==> src/rtl/clsr_pkg.sv <==
// ----------------------------------------------------------------------------
// clsr_pkg: constants shared by the combined LCG shuffle generator
// Moduli, multipliers, fold factors, table geometry and warm-up length.
// ----------------------------------------------------------------------------
package clsr_pkg;

  // Command codes
  localparam logic CMD_DRAW = 1'b0;
  localparam logic CMD_SEED = 1'b1;

  // Shuffle table geometry
  localparam int TABLE_DEPTH = 32;
  localparam int IDX_W       = $clog2(TABLE_DEPTH);

  // Seeding runs the first generator this many times before the first draw
  localparam int WARMUP      = TABLE_DEPTH + 8;
  localparam int CNT_W       = $clog2(WARMUP);

  // Generator word width
  localparam int GEN_W       = 31;
  localparam int PROD_W      = GEN_W + 16;

  // Both moduli sit just below 2^31: 2^31 mod m folds the high product bits
  localparam logic [31:0] MOD1  = 32'd2147483563;
  localparam logic [31:0] MOD2  = 32'd2147483399;
  localparam logic [31:0] FOLD1 = 32'h8000_0000 - MOD1;
  localparam logic [31:0] FOLD2 = 32'h8000_0000 - MOD2;
  localparam logic [15:0] MUL1  = 16'd40014;
  localparam logic [15:0] MUL2  = 16'd40692;

  // Output range and table bucket size
  localparam logic [31:0] OUT_MAX = MOD1 - 32'd1;
  localparam logic [31:0] BUCKET  = 32'd1 + OUT_MAX / TABLE_DEPTH;

  // Reset value of the second generator
  localparam logic [GEN_W-1:0] SECOND_RESET = 31'd123456789;

endpackage

==> src/rtl/combined_lcg_shuffle_rng.sv <==
// ----------------------------------------------------------------------------
// combined_lcg_shuffle_rng: combined LCG generator with a shuffle table
// Two congruential generators combined through a table of past values.
// ----------------------------------------------------------------------------
// Usage:
//   Request channel (req_valid/req_ready) carries command and seed_value.
//   command 0 draws the next number; command 1 loads seed_value (0 acts as
//   1), warms up the table and then draws. Every item gives exactly one
//   random_value in 1..2147483562 on the response channel (rsp_valid/
//   rsp_ready).
//   A draw runs these steps in order: table read at accept (registered
//   RAM read data), generator update with table write-back, then the
//   output subtract. The next draw needs the previous output to pick its
//   table entry, so a new item is taken only once the previous one has
//   left its last step.
//   A seed item adds 40 dependent generator steps, each through the
//   registered multiplier (SEED_MUL, then SEED_UPD), then the table
//   read of the entry picked by the freshly loaded output.
//   After reset the first generator is zero, so the first draw seeds with 1.
//   The table is not cleared; seeding always fills it before use.
//   A result waits in the output register while the receiver stalls; the
//   next item is still accepted and holds in its last step until the
//   register frees up.
// ----------------------------------------------------------------------------
module combined_lcg_shuffle_rng (
  input  logic                       clk,
  input  logic                       rst,
  input  logic                       req_valid,
  output logic                       req_ready,
  input  logic                       command,
  input  logic [clsr_pkg::GEN_W-1:0] seed_value,
  output logic                       rsp_valid,
  input  logic                       rsp_ready,
  output logic [clsr_pkg::GEN_W-1:0] random_value
);

  typedef enum logic [2:0] {
    IDLE,
    SEED_MUL,
    SEED_UPD,
    DRAW_RD,
    DRAW_UPD,
    DRAW_OUT
  } state_t;

  state_t state;

  logic [clsr_pkg::GEN_W-1:0] first_gen;
  logic [clsr_pkg::GEN_W-1:0] second_gen;
  logic [clsr_pkg::GEN_W-1:0] last_output;
  logic [clsr_pkg::CNT_W-1:0] cnt;
  logic [clsr_pkg::IDX_W-1:0] idx_reg;

  logic [clsr_pkg::GEN_W-1:0] first_step;
  logic [clsr_pkg::GEN_W-1:0] second_step;
  logic [clsr_pkg::GEN_W-1:0] table_rdata;
  logic [clsr_pkg::IDX_W-1:0] table_raddr;
  logic [clsr_pkg::IDX_W-1:0] table_waddr;
  logic                       table_re;
  logic                       table_we;

  logic                       accept;
  logic                       need_seed;
  logic [clsr_pkg::GEN_W-1:0] seed_load;
  logic                       out_free;
  logic [31:0]                diff;
  logic [31:0]                draw_value;

  // Bucket of a previous output: number of bucket bounds at or below it
  function automatic logic [clsr_pkg::IDX_W-1:0] bucket_index(
    input logic [clsr_pkg::GEN_W-1:0] v
  );
    logic [clsr_pkg::IDX_W-1:0] idx;
    idx = '0;
    for (int k = 1; k < clsr_pkg::TABLE_DEPTH; k++) begin
      if ({1'b0, v} >= 32'(k) * clsr_pkg::BUCKET) begin
        idx = clsr_pkg::IDX_W'(k);
      end
    end
    return idx;
  endfunction

  // Generator step unit
  clsr_lcg u_lcg (
    .clk         (clk),
    .first_cur   (first_gen),
    .second_cur  (second_gen),
    .first_step  (first_step),
    .second_step (second_step)
  );

  // Shuffle table
  clsr_ram #(
    .WIDTH (clsr_pkg::GEN_W),
    .DEPTH (clsr_pkg::TABLE_DEPTH)
  ) u_table (
    .clk   (clk),
    .we    (table_we),
    .waddr (table_waddr),
    .wdata (first_step),
    .re    (table_re),
    .raddr (table_raddr),
    .rdata (table_rdata)
  );

  // Handshake and seeding decision
  assign req_ready = (state == IDLE);
  assign accept    = req_valid && req_ready;
  assign need_seed = (command == clsr_pkg::CMD_SEED) || (first_gen == '0);
  assign seed_load = (command == clsr_pkg::CMD_DRAW) ? clsr_pkg::GEN_W'(1) :
                     (seed_value == '0) ? clsr_pkg::GEN_W'(1) : seed_value;
  assign out_free  = !rsp_valid || rsp_ready;

  // Table access: read picks the entry of the previous output
  assign table_raddr = bucket_index(last_output);
  assign table_re    = (accept && !need_seed) || (state == DRAW_RD);
  assign table_we    = ((state == SEED_UPD) && (cnt < clsr_pkg::CNT_W'(clsr_pkg::TABLE_DEPTH)))
                       || (state == DRAW_UPD);
  assign table_waddr = (state == SEED_UPD) ? cnt[clsr_pkg::IDX_W-1:0] : idx_reg;

  // Output: table entry minus second generator, wrapped into range
  assign diff       = {1'b0, table_rdata} - {1'b0, second_gen};
  assign draw_value = (diff[31] || (diff == '0)) ? diff + clsr_pkg::OUT_MAX : diff;

  // Sequencer, generator state and output register
  always_ff @(posedge clk) begin
    if (rst) begin
      state       <= IDLE;
      rsp_valid   <= 1'b0;
      first_gen   <= '0;
      second_gen  <= clsr_pkg::SECOND_RESET;
      last_output <= '0;
    end else begin
      // Output register empties; a draw finishing now refills it below
      if (rsp_valid && rsp_ready && (state != DRAW_OUT)) begin
        rsp_valid <= 1'b0;
      end
      case (state)
        IDLE: begin
          if (accept) begin
            if (need_seed) begin
              first_gen  <= seed_load;
              second_gen <= seed_load;
              cnt        <= clsr_pkg::CNT_W'(clsr_pkg::WARMUP - 1);
              state      <= SEED_MUL;
            end else begin
              idx_reg <= table_raddr;
              state   <= DRAW_UPD;
            end
          end
        end
        SEED_MUL: begin
          state <= SEED_UPD;
        end
        SEED_UPD: begin
          // Warm-up step; the last steps fill the table top down
          first_gen <= first_step;
          if (cnt == '0) begin
            last_output <= first_step;
            state       <= DRAW_RD;
          end else begin
            cnt   <= cnt - clsr_pkg::CNT_W'(1);
            state <= SEED_MUL;
          end
        end
        DRAW_RD: begin
          idx_reg <= table_raddr;
          state   <= DRAW_UPD;
        end
        DRAW_UPD: begin
          // Advance both generators; the entry takes the new first value
          first_gen  <= first_step;
          second_gen <= second_step;
          state      <= DRAW_OUT;
        end
        DRAW_OUT: begin
          if (out_free) begin
            random_value <= draw_value[clsr_pkg::GEN_W-1:0];
            last_output  <= draw_value[clsr_pkg::GEN_W-1:0];
            rsp_valid    <= 1'b1;
            state        <= IDLE;
          end
        end
        default: begin
          state <= IDLE;
        end
      endcase
    end
  end

endmodule

==> src/rtl/clsr_ram.sv <==
// ----------------------------------------------------------------------------
// clsr_ram: simple dual-port synchronous RAM
// One write port, one read port, registered read data.
// ----------------------------------------------------------------------------
module clsr_ram #(
  parameter int WIDTH = 31,
  parameter int DEPTH = 32
) (
  input  logic                     clk,
  input  logic                     we,
  input  logic [$clog2(DEPTH)-1:0] waddr,
  input  logic [WIDTH-1:0]         wdata,
  input  logic                     re,
  input  logic [$clog2(DEPTH)-1:0] raddr,
  output logic [WIDTH-1:0]         rdata
);

  logic [WIDTH-1:0] mem [DEPTH];

  // Write port
  always_ff @(posedge clk) begin
    if (we) begin
      mem[waddr] <= wdata;
    end
  end

  // Read port, data held until the next read
  always_ff @(posedge clk) begin
    if (re) begin
      rdata <= mem[raddr];
    end
  end

endmodule

==> src/rtl/clsr_lcg.sv <==
// ----------------------------------------------------------------------------
// clsr_lcg: one step of both multiplicative congruential generators
// Products are registered; the next cycle folds the high bits back in
// (2^31 = fold mod m) and applies one conditional subtract.
// ----------------------------------------------------------------------------
module clsr_lcg (
  input  logic                       clk,
  input  logic [clsr_pkg::GEN_W-1:0] first_cur,
  input  logic [clsr_pkg::GEN_W-1:0] second_cur,
  output logic [clsr_pkg::GEN_W-1:0] first_step,
  output logic [clsr_pkg::GEN_W-1:0] second_step
);

  logic [clsr_pkg::PROD_W-1:0] prod1;
  logic [clsr_pkg::PROD_W-1:0] prod2;

  // z * a mod m for m = 2^31 - fold; the folded sum stays below 2m
  function automatic logic [clsr_pkg::GEN_W-1:0] fold_mod(
    input logic [clsr_pkg::PROD_W-1:0] p,
    input logic [31:0]                 fold,
    input logic [31:0]                 modulus
  );
    logic [31:0] hi_part;
    logic [31:0] sum;
    hi_part = 32'(p[clsr_pkg::PROD_W-1:clsr_pkg::GEN_W]) * fold;
    sum     = hi_part + {1'b0, p[clsr_pkg::GEN_W-1:0]};
    if (sum >= modulus) begin
      sum = sum - modulus;
    end
    return sum[clsr_pkg::GEN_W-1:0];
  endfunction

  // Multiply stage
  always_ff @(posedge clk) begin
    prod1 <= clsr_pkg::PROD_W'(first_cur) * clsr_pkg::PROD_W'(clsr_pkg::MUL1);
    prod2 <= clsr_pkg::PROD_W'(second_cur) * clsr_pkg::PROD_W'(clsr_pkg::MUL2);
  end

  // Reduction stage
  assign first_step  = fold_mod(prod1, clsr_pkg::FOLD1, clsr_pkg::MOD1);
  assign second_step = fold_mod(prod2, clsr_pkg::FOLD2, clsr_pkg::MOD2);

endmodule

==> config.mk <==
export PLATFORM = sky130hd
export DESIGN_NAME = combined_lcg_shuffle_rng
export DESIGN_NICKNAME = d
export VERILOG_FILES = /design/src/rtl/clsr_pkg.sv /design/src/rtl/combined_lcg_shuffle_rng.sv /design/src/rtl/clsr_ram.sv /design/src/rtl/clsr_lcg.sv
export SDC_FILE = /design/constraint.sdc
export NUM_CORES = 2
export LEC_CHECK = 0
export ABC_AREA = 0
export BUFFER_PORTS_ARGS = -buffer_cell sky130_fd_sc_hd__buf_4
export CORE_ASPECT_RATIO = 0.6
export CORE_UTILIZATION = 35
export DETAILED_ROUTE_END_ITERATION = 6
export MAX_ROUTING_LAYER = met4
export PLACE_DENSITY = 0.62
export SYNTH_ARGS = -nofsm -noshare
export SYNTH_HDL_FRONTEND = slang
export SYNTH_SLANG_ARGS = --single-unit
==> constraint.sdc <==
create_clock -name clk -period 6.5 [get_ports clk]
set_input_delay 0.65 -clock clk [delete_from_list [all_inputs] [get_ports clk]]
set_output_delay 0.65 -clock clk [all_outputs]
set_load 0.01 [all_outputs]
==> flow_metrics.tcl <==
set metrics [dict create \
    status "complete, no violations" \
    dpl_cell_area_sq_um 80100 \
    largest_register_ffs 992 \
    fin_skew_ns 0.0293 \
    initial_core_util_pct 35.2 \
    die_w_microns 595 \
    drv_slew 0 \
    syn-cell-area_sq_um 73800 \
    dieArea_sq_um 213000 \
    cts_buffers 111 \
    cts_hold_buf 0 \
    synth_enable_flop_cells 1065 \
    cts_tree "built" \
    multi_input_area_sq_um 35700 \
    numClockSinks 1252 \
    yosysTopAreaCell "edfxtp_1" \
    io_buffer_count 68 \
    crit_type "reg -> reg" \
    vias 50700 \
    clockRootBuffer "clkbuf_16" \
    ys_top_cells_by_area "edfxtp_1, fa_1, ha_1" \
    max_cap_viol_count 0 \
    num_rows 130 \
    final_nets 7281 \
    finalHoldViolations 0 \
    drive_gt1_share_pct 12.2 \
    gp_congestion 0.977 \
    routedWlPerCell_microns 25.0 \
    worst_pin_slew_ns 1.38 \
    clk_pin_slew_worst_paths_ns 0.08 \
    track_usage_pct 21.9 \
    rsz0062_at_grt "yes" \
    fill_cells 19500 \
    maxSlewHeadroom_pct 7.51 \
    critical_path.max_fanout 10 \
    grt_pass1_vias 48700 \
    io_pins 69 \
    worstPathArrival_ns 7.00 \
    cp-end-kind "flip-flop" \
    critPathRequiredTime_ns 7.10 \
    seq_area_frac_synth_pct 48.4 \
    yosysTopAreaCellShare_pct 43.3 \
    grt_pass1_wl_microns 336000 \
    syn_to_final_growth_pct 14.2 \
    cts_max_level 3 \
    cts_buffer_depth 3 \
    synth_nets 7010 \
    core_area_sq_um 209000 \
    regArea_sq_um 35800 \
    hpwl_microns 167000 \
    synth_ff_type "edfxtp_1" \
    path_cells "buf_4 > fa_1 > fa_1 > fa_1 > fa_1 > ha_1 > or3_1 > a31o_2 > nand3b_1 > a311oi_1 > buf_4 > o41ai_4 > a31oi_1 > and3_1 > nor4bb_2 > buf_4 > or2_2 > buf_4 > and3_1 > xnor2_1 > a21boi_2" \
    synth.distinct_cells 96 \
    ant_nets 0 \
    regMostFlops "u_table.mem" \
    netlist_instances 6028 \
    period_minus_slack_ns 6.41 \
    largestRegisters "u_table.mem x992, u_lcg.prod1 x46, u_lcg.prod2 x45" \
    final_common_cell "edfxtp_1" \
    drc 0 \
    start_kind "flip-flop" \
    cp_slowest_cell "fa_1" \
    period_share_pct 98.5 \
    max_stage_delay_ns 0.59 \
    final_cell_area_sq_um 84300 \
    synth_seq_cells 1252 \
    syn_avg_cell_area_sq_um 12.2 \
    grt_overflow 0 \
    grt_max_degree 88 \
    routed_wl_microns 229000 \
    finalSetupViolCount 0 \
    viasPerCell 5.53 \
    mostFrequentLayoutCells "edfxtp_1, inv_1, ha_1" \
    hp-class "in -> reg" \
    dr.pass1.iters 6 \
    synthArstFlopShare_pct 0 \
    drtIter0Drc 5828 \
    fmax_mhz 156 \
    clk_latency_ns 0.74 \
    antenna_found_initial 9 \
    ys_warn_count 0 \
    dieHeight_microns 358 \
]
==> through the flow <==
| stage | TNS [ns] | instances | utilization, % | setup slack (ns) | hold slack [ns] |
|---|---|---|---|---|---|
| 4_1_cts | 0 | 9157 | 40.1 | 0.00748 | 0.228 |
| 3_5_place_dp | -0.527 | 8952 | 38.3 | -0.300 | 0.468 |
| 6_report | 0 | 9168 | 40.3 | 0.0943 | 0.274 |
| 3_3_place_gp | -0.854 | 8952 | 38.3 | -0.424 | 0.468 |
| 5_1_grt | -0.108 | 9164 | 40.3 | -0.0700 | 0.255 |
| 2_1_floorplan | 0 | 6028 | - | 0.0714 | 0.433 |
==> synthesized netlist by cell type, types with 65 or more instances <==
master	instances
nand3_1	79
o22ai_1	95
o21ai_0	277
mux2i_1	412
nor2_1	257
ha_1	498
nor3_1	127
nor4_1	65
clkbuf_1	174
a21oi_1	320
a21o_1	72
xnor2_1	132
a211oi_1	77
inv_1	579
fa_1	448
dfxtp_1	187
xor2_1	68
edfxtp_1	1065
nand2_1	338
==> worst max-delay path, delay by kind of cell (launching register included) <==
| kind | cells | cell delay (ns) |
|---|---|---|
| adders and majority gates | 5 | 2.40 |
| and+or+nand+nor | 6 | 1.49 |
| AOI/OAI and AO/OA | 5 | 1.23 |
| buffers and inverters | 4 | 0.65 |
| DFF | 1 | 0.36 |
| xor gates and xnor gates | 1 | 0.14 |
==> logic make-up after synthesis <==
family | count (synthesis) | synth area share, %
multiplexers | 416 | 5.65
buffers and inverters | 824 | 4.29
adder cells (fa/ha/maj) | 946 | 20.6
AND/OR/NAND/NOR | 1143 | 7.65
flip-flops | 1252 | 48.4
AO/OA/AOI/OAI | 1247 | 11.0
XOR/XNOR | 200 | 2.37
==> layer usage <==
layer	wire [microns]	GRT usage, %	share of wire, %	up-vias
li1	-	-	-	22500
met2	84100	26.6	37	2324
met3	24500	4.75	11	278
met1	116000	35.7	51	25600
met4	4360	4.23	1.9	0
met5	0	-	0	-
==> repair_timing <==
item / CTS / global route
endpoints found under the hold margin: 0 / 0
cloned: 0 / 1
gates resized for setup: 7 / 92
pin swaps: 1 / 17
buffers inserted: 0 / 5
endpoints found under the setup margin: 6 / 914
==> worst paths after layout <==
| kind | from | end | slack, ns | cells after the start |
|---|---|---|---|---|
| max | u_lcg.prod2[32]$_DFF_P_ | second_gen[20]$_SDFFE_PP1P_ | 0.09 | 21 |
| min | seed_value[30] | first_gen[30]$_SDFFE_PP0P_ | 0.27 | 3 |
| max reg2reg | u_lcg.prod2[32]$_DFF_P_ | second_gen[20]$_SDFFE_PP1P_ | 0.09 | 21 |
| min reg2reg | last_output[23]$_SDFFE_PP0P_ | last_output[23]$_SDFFE_PP0P_ | 0.48 | 2 |
==> final cells by class <==
type	instances	area share, %
Sequential cell	1252	42.4
Multi-Input combinational cell	3952	42.3
Tap cell	2772	4.12
Timing Repair Buffer	401	4.03
Clock buffer	133	3.49
Inverter	581	2.59
Clock inverter	72	1.01
Antenna cell	5	0.0148
Power is left out: the tool's default activity adds up to more than one toggle a clock period on the data nets, which glitch-free logic cannot reach.
